<file path="config.mk">
export PLATFORM = sky130hd
export DESIGN_NAME = spi_link_byte_stuffing_codec_top
export DESIGN_NICKNAME = d
export VERILOG_FILES = /design/src/rtl/scbc_pkg.sv /design/src/rtl/spi_link_byte_stuffing_codec_top.sv /design/src/rtl/scbc_cfg.sv /design/src/rtl/scbc_front.sv /design/src/rtl/scbc_queue.sv /design/src/rtl/scbc_back.sv
export VERILOG_INCLUDE_DIRS = /design/src /design/src/rtl
export SDC_FILE = /design/constraint.sdc
export NUM_CORES = 1
export LEC_CHECK = 0
export BUFFER_PORTS_ARGS = -buffer_cell sky130_fd_sc_hd__buf_2
export CORE_ASPECT_RATIO = 0.5
export CORE_UTILIZATION = 27
export DETAILED_ROUTE_END_ITERATION = 8
export PLACE_DENSITY = 0.46
export SLEW_MARGIN = 20
export SYNTH_ARGS = -nofsm -noshare
export SYNTH_HDL_FRONTEND = slang
export SYNTH_SLANG_ARGS = --single-unit
</file>
<file path="constraint.sdc">
create_clock -name clk_i -period 4.2 [get_ports clk_i]
set_clock_uncertainty 0.2 [all_clocks]
set_input_delay 0.42 -clock clk_i [delete_from_list [all_inputs] [get_ports clk_i]]
set_output_delay 0.42 -clock clk_i [all_outputs]
set_load 0.01 [all_outputs]
</file>
<file path="src/rtl/assert_macros.svh">
// Assertion macros shared by the codec RTL.
// Depends on a clock named clk_i and an active-low reset named rst_ni in the using module.
`ifndef ASSERT_MACROS_SVH
`define ASSERT_MACROS_SVH

// Property checked on every rising clock edge, ignored while reset is asserted.
`define ASSERT_CLK(label, prop, msg) \
  label: assert property (@(posedge clk_i) disable iff (!rst_ni) (prop)) else $error(msg);

// Implication checked on every rising clock edge, ignored while reset is asserted.
`define ASSERT_IMPL(label, ante, cons, msg) \
  label: assert property (@(posedge clk_i) disable iff (!rst_ni) (ante) |-> (cons)) \
    else $error(msg);

// Implication into the following cycle, ignored while reset is asserted.
`define ASSERT_NEXT(label, ante, cons, msg) \
  label: assert property (@(posedge clk_i) disable iff (!rst_ni) (ante) |=> (cons)) \
    else $error(msg);

`endif

</file>
<file path="src/rtl/scbc_pkg.sv">
// Package of the byte-stuffing codec: types, register codes and constants.
// Used by every module of the codec; depends on nothing.
`default_nettype none

package scbc_pkg;

  localparam int unsigned ByteW        = 8;
  localparam int unsigned CfgIndexW    = 3;
  localparam int unsigned QueueDepthDefault = 4;

  localparam logic [ByteW-1:0] XorMask = 8'h20;

  // Reset values of the control characters.
  localparam logic [ByteW-1:0] IdleReset       = 8'hF5;
  localparam logic [ByteW-1:0] EscapeReset     = 8'hFB;
  localparam logic [ByteW-1:0] FlowOnReset     = 8'hFA;
  localparam logic [ByteW-1:0] FlowOffReset    = 8'hFD;
  localparam logic [ByteW-1:0] InactiveReset   = 8'hFF;
  localparam logic [ByteW-1:0] InactiveAltReset = 8'h00;
  localparam logic [ByteW-1:0] LinkReadyReset  = 8'hF3;

  typedef enum logic [CfgIndexW-1:0] {
    REG_IDLE         = 3'd0,
    REG_ESCAPE       = 3'd1,
    REG_FLOW_ON      = 3'd2,
    REG_FLOW_OFF     = 3'd3,
    REG_INACTIVE     = 3'd4,
    REG_INACTIVE_ALT = 3'd5,
    REG_LINK_READY   = 3'd6
  } cfg_reg_e;

  typedef enum logic {
    OP_ENCODE = 1'b0,
    OP_DECODE = 1'b1
  } op_e;

  // Current control characters.
  typedef struct packed {
    logic [ByteW-1:0] idle_char;
    logic [ByteW-1:0] escape_char;
    logic [ByteW-1:0] flow_on_char;
    logic [ByteW-1:0] flow_off_char;
    logic [ByteW-1:0] inactive_char;
    logic [ByteW-1:0] inactive_alt_char;
    logic [ByteW-1:0] link_ready_char;
  } cfg_t;

  // One queued job: either a single byte, or an escape byte followed by a data byte.
  typedef struct packed {
    logic             pair;
    logic [ByteW-1:0] esc_byte;
    logic [ByteW-1:0] data_byte;
  } cmd_t;

endpackage

`default_nettype wire

</file>
<file path="src/rtl/spi_link_byte_stuffing_codec_top.sv">
// Top level of the SPI link byte-stuffing codec (escape plus XOR 0x20).
// Depends on scbc_pkg, scbc_cfg, scbc_front, scbc_queue and scbc_back.
//
//   Channel   Direction  Handshake                      Payload
//   s_axis    in         s_axis_tvalid_i/_tready_o      tdata: data_byte; tuser: op
//   m_axis    out        m_axis_tvalid_o/_tready_i      tdata: out_byte; tlast: last
//   cfg       in         cfg_valid_i/cfg_ready_o        cfg_index_i, cfg_data_i
//
// An input beat is accepted and classified at once; the block takes one input beat per
// cycle while the job queue has room. The output side gives one beat per cycle while
// m_axis_tready_i is high, so an escaped byte holds the output register for both of its
// beats and that output port sets the sustained rate for such bytes. A result is stored
// in the job queue and then in the output register before it is offered. Reset clears
// the escape flag, the queue and the output register, and loads the default control
// characters. A stalled output fills the queue, after which s_axis_tready_o drops;
// configuration writes are always taken.
`default_nettype none

module spi_link_byte_stuffing_codec_top #(
  parameter int unsigned QueueDepth = scbc_pkg::QueueDepthDefault
) (
  input  wire logic                            clk_i,
  input  wire logic                            rst_ni,
  // Input stream.
  input  wire logic                            s_axis_tvalid_i,
  output logic                                 s_axis_tready_o,
  input  wire logic [7:0]                      s_axis_tdata_i,  // [7:0] data_byte
  input  wire logic [0:0]                      s_axis_tuser_i,  // [0] op (0 encode, 1 decode)
  // Output stream.
  output logic                                 m_axis_tvalid_o,
  input  wire logic                            m_axis_tready_i,
  output logic [7:0]                           m_axis_tdata_o,  // [7:0] out_byte
  output logic                                 m_axis_tlast_o,
  // Configuration write channel.
  input  wire logic                            cfg_valid_i,
  output logic                                 cfg_ready_o,
  input  wire logic [scbc_pkg::CfgIndexW-1:0]  cfg_index_i,
  input  wire logic [scbc_pkg::ByteW-1:0]      cfg_data_i
);

  scbc_pkg::cfg_t cfg;
  scbc_pkg::cmd_t push_cmd;
  scbc_pkg::cmd_t head_cmd;
  logic           q_push;
  logic           q_pop;
  logic           q_full;
  logic           q_empty;

  // Register writes never stall; an index past the last register is dropped.
  assign cfg_ready_o = 1'b1;

  scbc_cfg u_cfg (
    .clk_i      (clk_i),
    .rst_ni     (rst_ni),
    .wr_en_i    (cfg_valid_i && cfg_ready_o),
    .wr_index_i (cfg_index_i),
    .wr_data_i  (cfg_data_i),
    .cfg_o      (cfg)
  );

  // The front end keeps the decoder's escape flag and turns every beat into zero or one job.
  scbc_front u_front (
    .clk_i      (clk_i),
    .rst_ni     (rst_ni),
    .cfg_i      (cfg),
    .in_valid_i (s_axis_tvalid_i),
    .in_ready_o (s_axis_tready_o),
    .in_op_i    (s_axis_tuser_i[0]),
    .in_byte_i  (s_axis_tdata_i),
    .q_full_i   (q_full),
    .q_push_o   (q_push),
    .q_cmd_o    (push_cmd)
  );

  scbc_queue #(
    .Depth (QueueDepth)
  ) u_queue (
    .clk_i      (clk_i),
    .rst_ni     (rst_ni),
    .push_i     (q_push),
    .push_cmd_i (push_cmd),
    .full_o     (q_full),
    .pop_i      (q_pop),
    .head_o     (head_cmd),
    .empty_o    (q_empty)
  );

  // The back end expands a job into one or two beats through its output register.
  scbc_back u_back (
    .clk_i       (clk_i),
    .rst_ni      (rst_ni),
    .q_empty_i   (q_empty),
    .q_head_i    (head_cmd),
    .q_pop_o     (q_pop),
    .out_valid_o (m_axis_tvalid_o),
    .out_ready_i (m_axis_tready_i),
    .out_byte_o  (m_axis_tdata_o),
    .out_last_o  (m_axis_tlast_o)
  );

endmodule

`default_nettype wire

</file>
<file path="src/rtl/scbc_cfg.sv">
// Control character register file of the byte-stuffing codec.
// Depends on scbc_pkg.
`default_nettype none

module scbc_cfg (
  input  wire logic                                clk_i,
  input  wire logic                                rst_ni,
  input  wire logic                                wr_en_i,
  input  wire logic [scbc_pkg::CfgIndexW-1:0]      wr_index_i,
  input  wire logic [scbc_pkg::ByteW-1:0]          wr_data_i,
  output scbc_pkg::cfg_t                           cfg_o
);

  scbc_pkg::cfg_t cfg_q, cfg_d;

  always_comb begin
    cfg_d = cfg_q;
    if (wr_en_i) begin
      unique case (wr_index_i)
        scbc_pkg::REG_IDLE:         cfg_d.idle_char         = wr_data_i;
        scbc_pkg::REG_ESCAPE:       cfg_d.escape_char       = wr_data_i;
        scbc_pkg::REG_FLOW_ON:      cfg_d.flow_on_char      = wr_data_i;
        scbc_pkg::REG_FLOW_OFF:     cfg_d.flow_off_char     = wr_data_i;
        scbc_pkg::REG_INACTIVE:     cfg_d.inactive_char     = wr_data_i;
        scbc_pkg::REG_INACTIVE_ALT: cfg_d.inactive_alt_char = wr_data_i;
        scbc_pkg::REG_LINK_READY:   cfg_d.link_ready_char   = wr_data_i;
        default:                    cfg_d = cfg_q;
      endcase
    end
  end

  always_ff @(posedge clk_i or negedge rst_ni) begin
    if (!rst_ni) begin
      cfg_q.idle_char         <= scbc_pkg::IdleReset;
      cfg_q.escape_char       <= scbc_pkg::EscapeReset;
      cfg_q.flow_on_char      <= scbc_pkg::FlowOnReset;
      cfg_q.flow_off_char     <= scbc_pkg::FlowOffReset;
      cfg_q.inactive_char     <= scbc_pkg::InactiveReset;
      cfg_q.inactive_alt_char <= scbc_pkg::InactiveAltReset;
      cfg_q.link_ready_char   <= scbc_pkg::LinkReadyReset;
    end else begin
      cfg_q <= cfg_d;
    end
  end

  assign cfg_o = cfg_q;

endmodule

`default_nettype wire

</file>
<file path="src/rtl/scbc_front.sv">
// Front end of the byte-stuffing codec: accepts input beats and classifies them into jobs.
// Depends on scbc_pkg.
`default_nettype none

module scbc_front (
  input  wire logic                       clk_i,
  input  wire logic                       rst_ni,
  input  scbc_pkg::cfg_t                  cfg_i,
  input  wire logic                       in_valid_i,
  output logic                            in_ready_o,
  input  wire logic                       in_op_i,
  input  wire logic [scbc_pkg::ByteW-1:0] in_byte_i,
  input  wire logic                       q_full_i,
  output logic                            q_push_o,
  output scbc_pkg::cmd_t                  q_cmd_o
);

  logic escape_pending_q, escape_pending_d;
  logic accept;
  logic reserved;
  logic emit;

  assign in_ready_o = !q_full_i;
  assign accept     = in_valid_i && in_ready_o;

  // A byte matching any control character, even several at once, is escaped once.
  assign reserved = (in_byte_i == cfg_i.idle_char)         ||
                    (in_byte_i == cfg_i.escape_char)       ||
                    (in_byte_i == cfg_i.flow_on_char)      ||
                    (in_byte_i == cfg_i.flow_off_char)     ||
                    (in_byte_i == cfg_i.inactive_char)     ||
                    (in_byte_i == cfg_i.inactive_alt_char) ||
                    (in_byte_i == cfg_i.link_ready_char);

  always_comb begin
    escape_pending_d  = escape_pending_q;
    emit              = 1'b0;
    q_cmd_o.pair      = 1'b0;
    q_cmd_o.esc_byte  = cfg_i.escape_char;
    q_cmd_o.data_byte = in_byte_i;
    unique case (in_op_i)
      scbc_pkg::OP_ENCODE: begin
        emit = 1'b1;
        if (reserved) begin
          q_cmd_o.pair      = 1'b1;
          q_cmd_o.data_byte = in_byte_i ^ scbc_pkg::XorMask;
        end
      end
      scbc_pkg::OP_DECODE: begin
        if (escape_pending_q) begin
          // Byte after an escape is unmasked whatever its value.
          escape_pending_d  = 1'b0;
          emit              = 1'b1;
          q_cmd_o.data_byte = in_byte_i ^ scbc_pkg::XorMask;
        end else if (in_byte_i == cfg_i.escape_char) begin
          escape_pending_d = 1'b1;
        end else if (in_byte_i != cfg_i.idle_char) begin
          emit = 1'b1;
        end
      end
      default: begin
        emit = 1'b0;
      end
    endcase
  end

  assign q_push_o = accept && emit;

  always_ff @(posedge clk_i or negedge rst_ni) begin
    if (!rst_ni) begin
      escape_pending_q <= 1'b0;
    end else if (accept) begin
      escape_pending_q <= escape_pending_d;
    end
  end

endmodule

`default_nettype wire

</file>
<file path="src/rtl/scbc_queue.sv">
// Short job queue between the front and back ends of the byte-stuffing codec.
// Depends on scbc_pkg and assert_macros.svh.
`default_nettype none
`include "assert_macros.svh"

module scbc_queue #(
  parameter int unsigned Depth = scbc_pkg::QueueDepthDefault
) (
  input  wire logic     clk_i,
  input  wire logic     rst_ni,
  input  wire logic     push_i,
  input  scbc_pkg::cmd_t push_cmd_i,
  output logic          full_o,
  input  wire logic     pop_i,
  output scbc_pkg::cmd_t head_o,
  output logic          empty_o
);

  localparam int unsigned PtrW = (Depth > 1) ? $clog2(Depth) : 1;
  localparam int unsigned CntW = $clog2(Depth + 1);

  scbc_pkg::cmd_t   entries_q [Depth];
  logic [PtrW-1:0]  wr_ptr_q, wr_ptr_d;
  logic [PtrW-1:0]  rd_ptr_q, rd_ptr_d;
  logic [CntW-1:0]  count_q, count_d;

  assign full_o  = (count_q == CntW'(Depth));
  assign empty_o = (count_q == '0);
  assign head_o  = entries_q[rd_ptr_q];

  always_comb begin
    wr_ptr_d = wr_ptr_q;
    rd_ptr_d = rd_ptr_q;
    count_d  = count_q;
    if (push_i) begin
      wr_ptr_d = (wr_ptr_q == PtrW'(Depth - 1)) ? '0 : wr_ptr_q + PtrW'(1);
    end
    if (pop_i) begin
      rd_ptr_d = (rd_ptr_q == PtrW'(Depth - 1)) ? '0 : rd_ptr_q + PtrW'(1);
    end
    if (push_i && !pop_i) begin
      count_d = count_q + CntW'(1);
    end else if (pop_i && !push_i) begin
      count_d = count_q - CntW'(1);
    end
  end

  always_ff @(posedge clk_i or negedge rst_ni) begin
    if (!rst_ni) begin
      wr_ptr_q <= '0;
      rd_ptr_q <= '0;
      count_q  <= '0;
    end else begin
      wr_ptr_q <= wr_ptr_d;
      rd_ptr_q <= rd_ptr_d;
      count_q  <= count_d;
    end
  end

  always_ff @(posedge clk_i) begin
    if (push_i) begin
      entries_q[wr_ptr_q] <= push_cmd_i;
    end
  end

  `ASSERT_CLK(a_no_push_full, !(push_i && full_o), "push into a full job queue")
  `ASSERT_CLK(a_no_pop_empty, !(pop_i && empty_o), "pop from an empty job queue")
  `ASSERT_CLK(a_count_range, count_q <= CntW'(Depth), "job queue fill count out of range")

endmodule

`default_nettype wire

</file>
<file path="src/rtl/scbc_back.sv">
// Back end of the byte-stuffing codec: expands queued jobs into output beats.
// Depends on scbc_pkg and assert_macros.svh.
`default_nettype none
`include "assert_macros.svh"

module scbc_back (
  input  wire logic                       clk_i,
  input  wire logic                       rst_ni,
  input  wire logic                       q_empty_i,
  input  scbc_pkg::cmd_t                  q_head_i,
  output logic                            q_pop_o,
  output logic                            out_valid_o,
  input  wire logic                       out_ready_i,
  output logic [scbc_pkg::ByteW-1:0]      out_byte_o,
  output logic                            out_last_o
);

  logic                       valid_q, valid_d;
  logic [scbc_pkg::ByteW-1:0] byte_q, byte_d;
  logic                       last_q, last_d;
  logic                       pend_q, pend_d;
  logic [scbc_pkg::ByteW-1:0] pend_byte_q, pend_byte_d;
  logic                       slot_free;

  // The output register can take a new beat when it is empty or being drained.
  assign slot_free = !valid_q || out_ready_i;
  assign q_pop_o   = slot_free && !pend_q && !q_empty_i;

  always_comb begin
    valid_d     = valid_q;
    byte_d      = byte_q;
    last_d      = last_q;
    pend_d      = pend_q;
    pend_byte_d = pend_byte_q;
    if (slot_free) begin
      if (pend_q) begin
        valid_d = 1'b1;
        byte_d  = pend_byte_q;
        last_d  = 1'b1;
        pend_d  = 1'b0;
      end else if (!q_empty_i) begin
        valid_d = 1'b1;
        if (q_head_i.pair) begin
          byte_d      = q_head_i.esc_byte;
          last_d      = 1'b0;
          pend_d      = 1'b1;
          pend_byte_d = q_head_i.data_byte;
        end else begin
          byte_d = q_head_i.data_byte;
          last_d = 1'b1;
        end
      end else begin
        valid_d = 1'b0;
      end
    end
  end

  always_ff @(posedge clk_i or negedge rst_ni) begin
    if (!rst_ni) begin
      valid_q <= 1'b0;
      pend_q  <= 1'b0;
    end else begin
      valid_q <= valid_d;
      pend_q  <= pend_d;
    end
  end

  always_ff @(posedge clk_i) begin
    byte_q      <= byte_d;
    last_q      <= last_d;
    pend_byte_q <= pend_byte_d;
  end

  assign out_valid_o = valid_q;
  assign out_byte_o  = byte_q;
  assign out_last_o  = last_q;

  `ASSERT_IMPL(a_pend_shows_escape, pend_q, valid_q && !last_q,
               "pending data byte without an escape beat on the output")
  `ASSERT_IMPL(a_escape_has_pend, valid_q && !last_q, pend_q,
               "escape beat on the output without its data byte held")
  `ASSERT_NEXT(a_pair_completes, valid_q && !last_q && out_ready_i, valid_q && last_q,
               "escape beat not followed by the final beat of its pair")

endmodule

`default_nettype wire

</file>
==> results.sh, run 1 <==
export IMPL_relSlewSlack=0.427
export IMPL_syn_mean_instance_area_um2=16.6
export IMPL_routed_wl_mm=13.7
export IMPL_cts_tree="done"
export IMPL_path_clk_slew_ns=0.06
export IMPL_clock_sinks=151
export IMPL_synth_edf_count=85
export IMPL_startpoint_type="register"
export IMPL_nets=475
export IMPL_seqPwrFrac=0.456
export IMPL_antenna_left=0
export IMPL_finalHoldViolations=0
export IMPL_regToRegSetupSlack_ns=1.27
export IMPL_finalCriticalPeriod_ns=2.93
export IMPL_leakagePower_uw=0.00287
export IMPL_final_max_slew_viol_count=0
export IMPL_status="complete, no violations"
export IMPL_dpl_hpwl_mm=9.28
export IMPL_final_common_cell="edfxtp_1"
export IMPL_avgRoutedWirePerCell_um=17.8
export IMPL_boundaryPins=37
export IMPL_drtIter0Drc=163
export IMPL_powerDensity_nw_per_um2=660
export IMPL_combPwrFrac=0.226
export IMPL_endpoint_kind="register"
export IMPL_r2r_end="u_queue.count_q[1]$_DFFE_PN0P_"
export IMPL_synthesis_area_um2=6600
export IMPL_initial_core_util=0.275
export IMPL_r2r_start="u_cfg.cfg_o[47]$_DFFE_PN1P_"
export IMPL_synth_cells=398
export IMPL_final_cell_mix="edfxtp_1 (85), xor2_1 (59), mux2_2 (46)"
export IMPL_yosysUniqueCellTypes=36
export IMPL_grt_total_usage=0.119
export IMPL_ys_warnings_count=0
export IMPL_async_flop_share=0.437
export IMPL_die_area_um2=25100
export IMPL_port_buffers=35
export IMPL_tightest_slew_ns=0.856
export IMPL_cts_made_buffers=17
export IMPL_endpoint="u_queue.count_q[1]$_DFFE_PN0P_"
export IMPL_core_um2=24000
export IMPL_ys_seq_area_frac=0.645
export IMPL_vias_per_cell=4.30
export IMPL_arrival_ns=3.04
export IMPL_dr_pass1_iters=4
export IMPL_period_share=0.699
export IMPL_grt_pass1_vias=3560
export IMPL_cts_path_max_buffers=2
export IMPL_p_int_uw=3670
export IMPL_fmax_ghz=0.341
export IMPL_p_sw_frac=0.283
export IMPL_p_sw_uw=1450
export IMPL_cp_max_fo=7
export IMPL_worst_ep_required_time_ns=4.31
export IMPL_vias=3319
export IMPL_gp_congestion=0.683
export IMPL_setup_tns_ns=0
export IMPL_rows=40
export IMPL_cp_startpoint="u_cfg.cfg_o[47]$_DFFE_PN1P_"
export IMPL_r2r_cells=8
export IMPL_syn2layout_area_growth_pct=17.6
export IMPL_maxCapViolCount=0
export IMPL_drive_gt1_frac=0.404
export IMPL_drc=0
export IMPL_gr_total_overflow=0
export IMPL_die_width_um=223
export IMPL_antenna_found_initial=1
export IMPL_die_h_um=113
export IMPL_ctsHoldBuffers=1
export IMPL_cts_htree_levels=4
export IMPL_cts_setup_buffers=0
export IMPL_ir_worst_vdd_mv=0.306
export IMPL_clkLatencyLatePin_ns=0.43
export IMPL_grt_pass1_wl_mm=21.9
export IMPL_setup_viol=0
export IMPL_hold_class="primary input to register"
export IMPL_synth_nets=430
export IMPL_clkPwrFrac=0.318
export IMPL_post_route_util=0.324
export IMPL_cts_root_buf="clkbuf_16"
export IMPL_critPathKind="register to register"
export IMPL_cts_resized=0
export IMPL_n_antenna_cell=0
export IMPL_grt_max_degree=35
export IMPL_rsz0062_at_grt="false"
export IMPL_synth_seq_cells=151
export IMPL_synth_ff_type="edfxtp_1"
[cell families (layout without fill, tap and decap cells)]
family | count (synthesis) | count (layout) | synth area share
AOI/OAI and AO/OA | 17 | 17 | 0.0184
buffers and inverters | 23 | 81 | 0.0184
DFF | 151 | 151 | 0.645
and+or+nand+nor | 53 | 53 | 0.0487
xor gates and xnor gates | 60 | 60 | 0.0796
other | 1 | 1 | 0.000568
muxes | 86 | 86 | 0.175
adders and majority gates | 7 | 7 | 0.0144
[synth_stat cells (all sizes together) (2+ instances only)]
master  instances  area share
nand2b          3      0.0028
ha              6       0.011
nor3            5      0.0053
nor4           15       0.016
buf            12       0.012
a22oi           3      0.0034
and2            5      0.0047
clkbuf          6      0.0034
inv             5      0.0028
nor3b           2      0.0038
nand4b          3      0.0040
xor2           59       0.078
dfstp          40        0.16
a21o            2      0.0023
nor2            6      0.0034
mux2i           8       0.012
mux4           17       0.058
nand2          12      0.0068
dfrtp          26       0.099
edfxtp         85        0.39
o21ai           8      0.0061
a41oi           2      0.0027
mux2           61        0.11
[how the worst min path moves through the flow]
stage                    startpoint                              to  cells past startpoint
finish                cfg_data_i[0]     u_cfg.cfg_o[16]$_DFFE_PN1P_                      2
global route          cfg_data_i[7]     u_cfg.cfg_o[47]$_DFFE_PN1P_                      2
CTS                 m_axis_tready_i  u_back.out_valid_o$_DFFE_PN0N_                      3
detailed placement           rst_ni       u_back.pend_q$_DFFE_PN0N_                      1
global placement             rst_ni       u_back.pend_q$_DFFE_PN0N_                      1
floorplan                    rst_ni  u_back.out_valid_o$_DFFE_PN0N_                      0
[final cells by class]
type | count | area [um^2]
Fill cell | 2302 | 16200
Clock inverter | 14 | 194
Clock buffer | 18 | 429
Multi-Input combinational cell | 224 | 2220
Tap cell | 315 | 394
Sequential cell | 151 | 4250
Timing Repair Buffer | 44 | 245
Inverter | 5 | 18.8
[power groups by stage]
| stage | Sequential, uW | Clock [uW] | Combinational (uW) |
|---|---|---|---|
| after floorplan | 2280 | 0 | 884 |
| after global placement | 2360 | 0 | 1180 |
| after detailed placement | 2370 | 0 | 1190 |
| after CTS | 2340 | 1670 | 1190 |
| after global routing | 2390 | 1740 | 1290 |
| final | 2330 | 1630 | 1160 |
[critical path, cell delays in order, from the launching register on]
cell and delay, ns:
dfstp_2 0.60, xor2_1 0.09, nor4_2 0.36, a22oi_1 0.21, o311a_4 0.38, ha_1 0.23
inv_1 0.09, fa_1 0.39, mux2_2 0.27
[metrics by stage]
step | instance area, um^2 | hold WS, ns | instances | total power [uW] | setup WS (ns)
after global routing | 7760 | 0.107 | 771 | 5420 | 1.12
after floorplan | 6600 | -0.0756 | 398 | 3170 | 1.43
after detailed placement | 7130 | 0.227 | 738 | 3560 | 1.08
after CTS | 7760 | 0.103 | 771 | 5200 | 1.23
final | 7760 | 0.110 | 771 | 5120 | 1.27
after global placement | 7130 | 0.226 | 738 | 3540 | 1.12
[layer usage]
| layer | track usage | share of wire | up-vias |
|---|---|---|---|
| met5 | 0 | 0 | - |
| met4 | 0.0372 | 0.0090 | 0 |
| met3 | 0.0372 | 0.036 | 8 |
| met2 | 0.180 | 0.45 | 46 |
| met1 | 0.162 | 0.51 | 1702 |
| li1 | - | - | 1563 |
[flip-flops by register name (all words and copies together), names as in the netlist]
name                      cells
u_back.out_last_o             1
u_queue.rd_ptr_q              2
u_front.escape_pending_q      1
u_cfg.cfg_o                  56
u_queue.entries_q            68
u_back.pend_byte_q            8
u_queue.count_q               3
u_back.pend_q                 1
u_back.out_byte_o             8
u_queue.wr_ptr_q              2
u_back.out_valid_o            1
Note: power is estimated with default switching activity, not from simulation.
==> run 2, diff against run 1 <==
==> constraint.sdc (replaced) <==
create_clock -name clk_i -period 2.91 [get_ports clk_i]
set_clock_uncertainty 0.2 [all_clocks]
set_input_delay 0.291 -clock clk_i [delete_from_list [all_inputs] [get_ports clk_i]]
set_output_delay 0.291 -clock clk_i [all_outputs]
set_load 0.01 [all_outputs]
==> run 2 against run 1 <==
Net effect:
- sequential power is 40% higher
- sequential share of layout area fell by 1.2 points
- highest routed layer unchanged
- largest power group unchanged
- critical path type unchanged
- die area unchanged
==> results.sh, run 2 (synthesis gave the netlist of run 1 again) <==
export IMPL_syn2layout_area_growth_pct=20.2
export IMPL_cts_tree="done"
export IMPL_n_antenna_cell=0
export IMPL_fmax_ghz=0.357
export IMPL_wl_met1_mm=7.40
export IMPL_cts_path_max_buffers=2
export IMPL_path_clk_slew_ns=0.06
export IMPL_endpoint_kind="register"
export IMPL_placed_area_um2=7330
export IMPL_leakagePower_uw=0.00299
export IMPL_setup_tns_ns=0
export IMPL_dr_pass1_iters=6
export IMPL_avgRoutedWirePerCell_um=17.9
export IMPL_antenna_left=0
export IMPL_largest_reg_flops=68
export IMPL_postLayoutCellArea_um2=7940
export IMPL_drc=0
export IMPL_dpl_hpwl_mm=9.56
export IMPL_boundaryPins=37
export IMPL_hold_class="primary input to register"
export IMPL_vias=3458
export IMPL_critPathKind="register to register"
export IMPL_clock_sinks=151
export IMPL_grt_total_usage=0.124
export IMPL_drtIter0Drc=168
export IMPL_cp_max_fo=6
export IMPL_drive_gt1_frac=0.433
export IMPL_port_buffers=35
export IMPL_tightest_slew_ns=0.813
export IMPL_period_share=0.963
export IMPL_regMostFlops="u_queue.entries_q"
export IMPL_status="complete, no violations"
export IMPL_final_common_cell="edfxtp_1"
export IMPL_final_cell_mix="edfxtp_1 (85), xor2_1 (59), mux2_2 (46)"
export IMPL_worst_path_buf_inv=1
export IMPL_cts_setup_buffers=0
export IMPL_setup_viol=0
export IMPL_worst_ep_required_time_ns=3.02
export IMPL_clkLatencyLatePin_ns=0.43
export IMPL_nets=504
export IMPL_cts_htree_levels=4
export IMPL_routed_wl_mm=14.3
export IMPL_relSlewSlack=0.455
export IMPL_grt_pass1_vias=3692
export IMPL_maxCapViolCount=0
export IMPL_die_area_um2=25100
export IMPL_initial_core_util=0.275
export IMPL_antenna_found_initial=0
export IMPL_gr_total_overflow=0
export IMPL_rows=40
export IMPL_rsz0062_at_grt="false"
export IMPL_grt_max_degree=31
export IMPL_cp_slowest_cell="dfstp_2"
export IMPL_crit_chain="xor2_1 > nor4_2 > a22oi_2 > o311a_4 > ha_1 > inv_1 > fa_1 > mux2_2"
export IMPL_final_max_slew_viol_count=0
export IMPL_core_um2=24000
export IMPL_finalHoldViolations=0
export IMPL_slowest_delay_ns=0.57
export IMPL_cts_root_buf="clkbuf_16"
export IMPL_met2WireLength_mm=6.45
export IMPL_vias_per_cell=4.32
export IMPL_routed_top_layer="met4"
export IMPL_grt_pass1_wl_mm=22.8
export IMPL_cts_made_buffers=17
export IMPL_path_delay_family="adder cells"
export IMPL_die_h_um=113
export IMPL_finalPower_uw=7200
export IMPL_met3_length_um=303
export IMPL_ir_worst_vdd_mv=0.411
export IMPL_die_width_um=223
export IMPL_startpoint_type="register"
export IMPL_gp_congestion=0.703
export IMPL_arrival_ns=2.91
export IMPL_fillers=2311
export IMPL_finalCriticalPeriod_ns=2.80
export IMPL_powerDensity_nw_per_um2=907
export IMPL_timing_hold_ws_ns=0.00919
[run 2: cell types whose count changed in the layout (fill, tap and decap cells not counted)]
cell,delta
buf_4,+24
inv_6,-4
bufinv_16,-3
clkinv_4,+3
dlygate4sd3_1,+4
a22oi_2,+1
clkinv_1,-1
a22oi_1,-1
clkbuf_8,+1
buf_12,+1
clkinv_2,+3
clkbuf_1,+1
[run 2: what timing repair did]
| action | CTS | global route |
|---|---|---|
| hold buffers | 5 | 0 |
| endpoints found under the hold margin | 24 | 0 |
| setup endpoints to repair | 0 | 2 |
| gates resized for setup | 0 | 1 |
[run 2: layout make-up]
| type | instances | area (um^2) | area share |
|---|---|---|---|
| clock inverters | 12 | 106 | 0.0134 |
| multi-input cells | 224 | 2230 | 0.281 |
| flip-flops and latches | 151 | 4250 | 0.536 |
| well taps | 315 | 394 | 0.0497 |
| inverters | 5 | 18.8 | 0.00237 |
| repair buffers | 73 | 485 | 0.0612 |
| clock buffers | 20 | 447 | 0.0563 |
[run 2: final timing paths]
path	from	to	slack [ns]	cells past startpoint
worst max register to register	u_cfg.cfg_o[46]$_DFFE_PN1P_	u_queue.count_q[1]$_DFFE_PN0P_	0.11	8
worst min register to register	u_queue.count_q[2]$_DFFE_PN0P_	u_queue.count_q[2]$_DFFE_PN0P_	0.32	1
worst min-delay path	cfg_data_i[5]	u_cfg.cfg_o[21]$_DFFE_PN1P_	0.009	2
worst max-delay path	u_cfg.cfg_o[46]$_DFFE_PN1P_	u_queue.count_q[1]$_DFFE_PN0P_	0.11	8
min in group asynchronous	rst_ni	u_back.out_valid_o$_DFFE_PN0N_	0.25	2
max in group asynchronous	rst_ni	u_cfg.cfg_o[28]$_DFFE_PN1P_	1.52	3
[run 2: per-stage QoR]
stage                     worst slack [ns]   util  cells
after floorplan                      0.241      -    398
after global placement              0.0848  0.306    763
after CTS                           0.0438  0.331    800
after global routing                0.0114  0.331    800
after detailed placement            0.0693  0.306    763
final                                0.108  0.331    800
[run 2: worst register-to-register path, cell delays in order (launching register included)]
cell,delay [ns]
dfstp_2,0.57
xor2_1,0.09
nor4_2,0.37
a22oi_2,0.18
o311a_4,0.33
ha_1,0.21
inv_1,0.08
fa_1,0.38
mux2_2,0.27
[run 2: power by group]
group          internal [uW]  switching (uW)
combinational            904             970
sequential              3020             237
clock                   1190             868
[run 2: per-layer routing]
layer / global-route usage / vias up
met5: 0 / -
met3: 0.0319 / 13
met2: 0.186 / 34
li1: - / 1627
met4: 0.0414 / 0
met1: 0.175 / 1784
==> run 3, diff against run 2 <==
--- a/config.mk
+++ b/config.mk
@@ -6,11 +6,12 @@
 export SDC_FILE = /design/constraint.sdc
 export NUM_CORES = 1
 export LEC_CHECK = 0
+export ABC_AREA = 1
 export BUFFER_PORTS_ARGS = -buffer_cell sky130_fd_sc_hd__buf_2
 export CORE_ASPECT_RATIO = 0.5
 export CORE_UTILIZATION = 27
+export CTS_BUF_LIST = sky130_fd_sc_hd__clkbuf_16
 export DETAILED_ROUTE_END_ITERATION = 8
-export PLACE_DENSITY = 0.46
 export SLEW_MARGIN = 20
 export SYNTH_ARGS = -nofsm -noshare
 export SYNTH_HDL_FRONTEND = slang
==> run 3 against run 2 <==
Net effect:
- critical endpoint is now u_queue.count_q[2]$_DFFE_PN0P_
- sequential share of layout area shrank 0.42 points
- cell count up 34%
- design area grew 0.79%
- first-iteration DRC count grew 61%
- clock-buffer cell count fell by 3
- largest power group unchanged
- routed wire length grew 0.65%
- synthesized cell count grew 71%
==> results.sh, run 3 <==
export IMPL_syn2layout_area_growth_pct=16.3
export IMPL_grt_pass1_wl_mm=23.7
export IMPL_fillers=2470
export IMPL_startpoint_type="register"
export IMPL_vias=4604
export IMPL_cts_tree="done"
export IMPL_regMostFlops="u_queue.entries_q"
export IMPL_cts_setup_buffers=0
export IMPL_place_ws_ns=0.288
export IMPL_synthesis_area_um2=6880
export IMPL_yosysUniqueCellTypes=32
export IMPL_grt_pass1_vias=4529
export IMPL_synth_edf_count=85
export IMPL_worst_ep_required_time_ns=3.01
export IMPL_slowest_delay_ns=0.60
export IMPL_powerDensity_nw_per_um2=933
export IMPL_drive_gt1_frac=0.185
export IMPL_regToRegSetupSlack_ns=0.30
export IMPL_cts_path_max_buffers=2
export IMPL_finalHoldViolations=0
export IMPL_dr_pass1_iters=4
export IMPL_routed_wl_mm=14.4
export IMPL_hold_class="primary input to register"
export IMPL_arrival_ns=2.71
export IMPL_finalCriticalPeriod_ns=2.61
export IMPL_cp_max_fo=7
export IMPL_boundaryPins=37
export IMPL_core_um2=24500
export IMPL_grt_total_usage=0.118
export IMPL_fmax_ghz=0.383
export IMPL_antenna_found_initial=5
export IMPL_cts_resized=0
export IMPL_final_common_cell="nand2_1"
export IMPL_leakagePower_uw=0.00323
export IMPL_final_max_slew_viol_count=0
export IMPL_clkLatencyLatePin_ns=0.41
export IMPL_cts_root_buf="clkbuf_16"
export IMPL_ir_worst_vdd_mv=0.475
export IMPL_die_area_um2=26200
export IMPL_async_flop_share=0.437
export IMPL_synth_cells=682
export IMPL_antenna_left=0
export IMPL_cts_htree_levels=4
export IMPL_setup_viol=0
export IMPL_grt_max_degree=37
export IMPL_dpl_hpwl_mm=9.91
export IMPL_synth_most_common_cell="nand2_1"
export IMPL_final_cell_mix="nand2_1 (204), edfxtp_1 (85), o21ai_0 (78)"
export IMPL_gr_total_overflow=0
export IMPL_synth_area_leaders="edfxtp_1 (37%), dfstp_2 (15%), nand2_1 (11%)"
export IMPL_initial_core_util=0.281
export IMPL_setup_slack_ns=0.301
export IMPL_vias_per_cell=4.29
export IMPL_synth_seq_cells=151
export IMPL_status="complete, no violations"
export IMPL_nets=753
export IMPL_drtIter0Drc=271
export IMPL_path_delay_family="flip-flops"
export IMPL_worst_path_buf_inv=3
export IMPL_gp_congestion=0.795
export IMPL_syn_mean_instance_area_um2=10.1
export IMPL_die_width_um=228
export IMPL_ys_seq_area_frac=0.619
export IMPL_path_clk_slew_ns=0.06
export IMPL_maxCapViolCount=0
export IMPL_synth_ff_type="edfxtp_1"
export IMPL_port_buffers=35
export IMPL_critPathKind="register to register"
export IMPL_rows=40
export IMPL_tightest_slew_ns=0.591
export IMPL_avgRoutedWirePerCell_um=13.4
export IMPL_period_share=0.897
export IMPL_endpoint_kind="register"
export IMPL_synth_nets=714
export IMPL_rsz0062_at_grt="false"
export IMPL_ys_warnings_count=0
export IMPL_drc=0
export IMPL_synth_area_leader_cell="edfxtp_1"
export IMPL_crit_chain="inv_1 > nand2_2 > nand2_1 > nand2_1 > nor2_1 > nand2_1 > nand2_2 > nand2_2 > nand2_4 > inv_4 > ha_1 > inv_1 > fa_1 > a21oi_1 > o21ai_0 > xnor2_1"
export IMPL_netlist_top_cells_count="nand2_1 (204), edfxtp_1 (85), o21ai_0 (78)"
export IMPL_relSlewSlack=0.605
export IMPL_setup_tns_ns=0
export IMPL_clock_sinks=151
export IMPL_largest_reg_flops=68
export IMPL_yosysTopAreaCellShare=0.371
export IMPL_cp_slowest_cell="dfstp_2"
export IMPL_cts_made_buffers=17
export IMPL_die_h_um=115
==> run 3: timing repair <==
| item | in CTS | in global routing |
|---|---|---|
| hold buffers | 2 | 0 |
| setup endpoints to repair | 0 | 0 |
| hold endpoints to repair | 17 | 0 |
==> run 3: stage by stage <==
stage	std cells	total power [uW]	cell area (um^2)	utilization	hold slack [ns]
after global placement	1036	5230	7370	0.301	0.0854
after detailed placement	1036	5300	7370	0.301	0.101
after global routing	1072	7950	7990	0.327	0.0293
after CTS	1070	7540	7990	0.326	0.0248
final	1074	7460	8000	0.327	0.0371
after floorplan	682	4700	6880	-	-0.205
==> run 3: worst paths after layout <==
| path | startpoint | endpoint | cells after the start |
|---|---|---|---|
| max | u_cfg.cfg_o[45]$_DFFE_PN1P_ | u_queue.count_q[2]$_DFFE_PN0P_ | 16 |
| min | s_axis_tdata_i[6] | u_queue.entries_q[1][6]$_DFFE_PP_ | 1 |
| max reg2reg | u_cfg.cfg_o[45]$_DFFE_PN1P_ | u_queue.count_q[2]$_DFFE_PN0P_ | 16 |
| min reg2reg | u_back.pend_q$_DFFE_PN0N_ | u_back.out_valid_o$_DFFE_PN0N_ | 2 |
| max in group asynchronous | rst_ni | u_cfg.cfg_o[17]$_DFFE_PN1P_ | 3 |
| min in group asynchronous | rst_ni | u_cfg.cfg_o[13]$_DFFE_PN0P_ | 2 |
==> run 3: cells by family (layout without fill, tap and decap cells) <==
logic type,after synthesis,after routing,synth area share
compound gates,123,123,0.0981
xor+xnor,41,41,0.0522
fa+ha+maj,7,7,0.0138
buf+inv,92,144,0.0642
flops,151,151,0.619
mux,1,1,0.00164
other cells,1,5,0.000545
simple gates,266,266,0.151
==> run 3: routing by layer <==
layer	track usage	vias up	wire, um
li1	-	2313	-
met1	0.149	2183	6740
met2	0.191	81	6650
met3	0.0352	25	745
met4	0.0473	2	293
met5	0	-	13
==> run 3: worst reg2reg max path, cell delays in order (launching register included) <==
cell	delay, ns
dfstp_2	0.60
inv_1	0.07
nand2_2	0.06
nand2_1	0.05
nand2_1	0.07
nor2_1	0.05
nand2_1	0.08
nand2_2	0.08
nand2_2	0.08
nand2_4	0.07
inv_4	0.08
ha_1	0.14
inv_1	0.07
fa_1	0.43
a21oi_1	0.14
o21ai_0	0.11
xnor2_1	0.13
==> run 3: final cells by class <==
cell class              instances  area, um^2  area share
clock buffers                  17         425      0.0532
clock inverters                15         174      0.0217
flip-flops and latches        151        4250       0.532
inverters                      63         246      0.0308
diodes                          4        10.0     0.00125
multi-input cells             439        2180       0.273
repair buffers                 49         285      0.0357
well taps                     336         420      0.0526
==> run 3: power breakdown <==
group	total, uW	switching [uW]	internal [uW]	leakage (uW)
Sequential	3240	257	2980	0.00153
Clock	2230	876	1350	0.000282
Combinational	2000	1270	728	0.00142
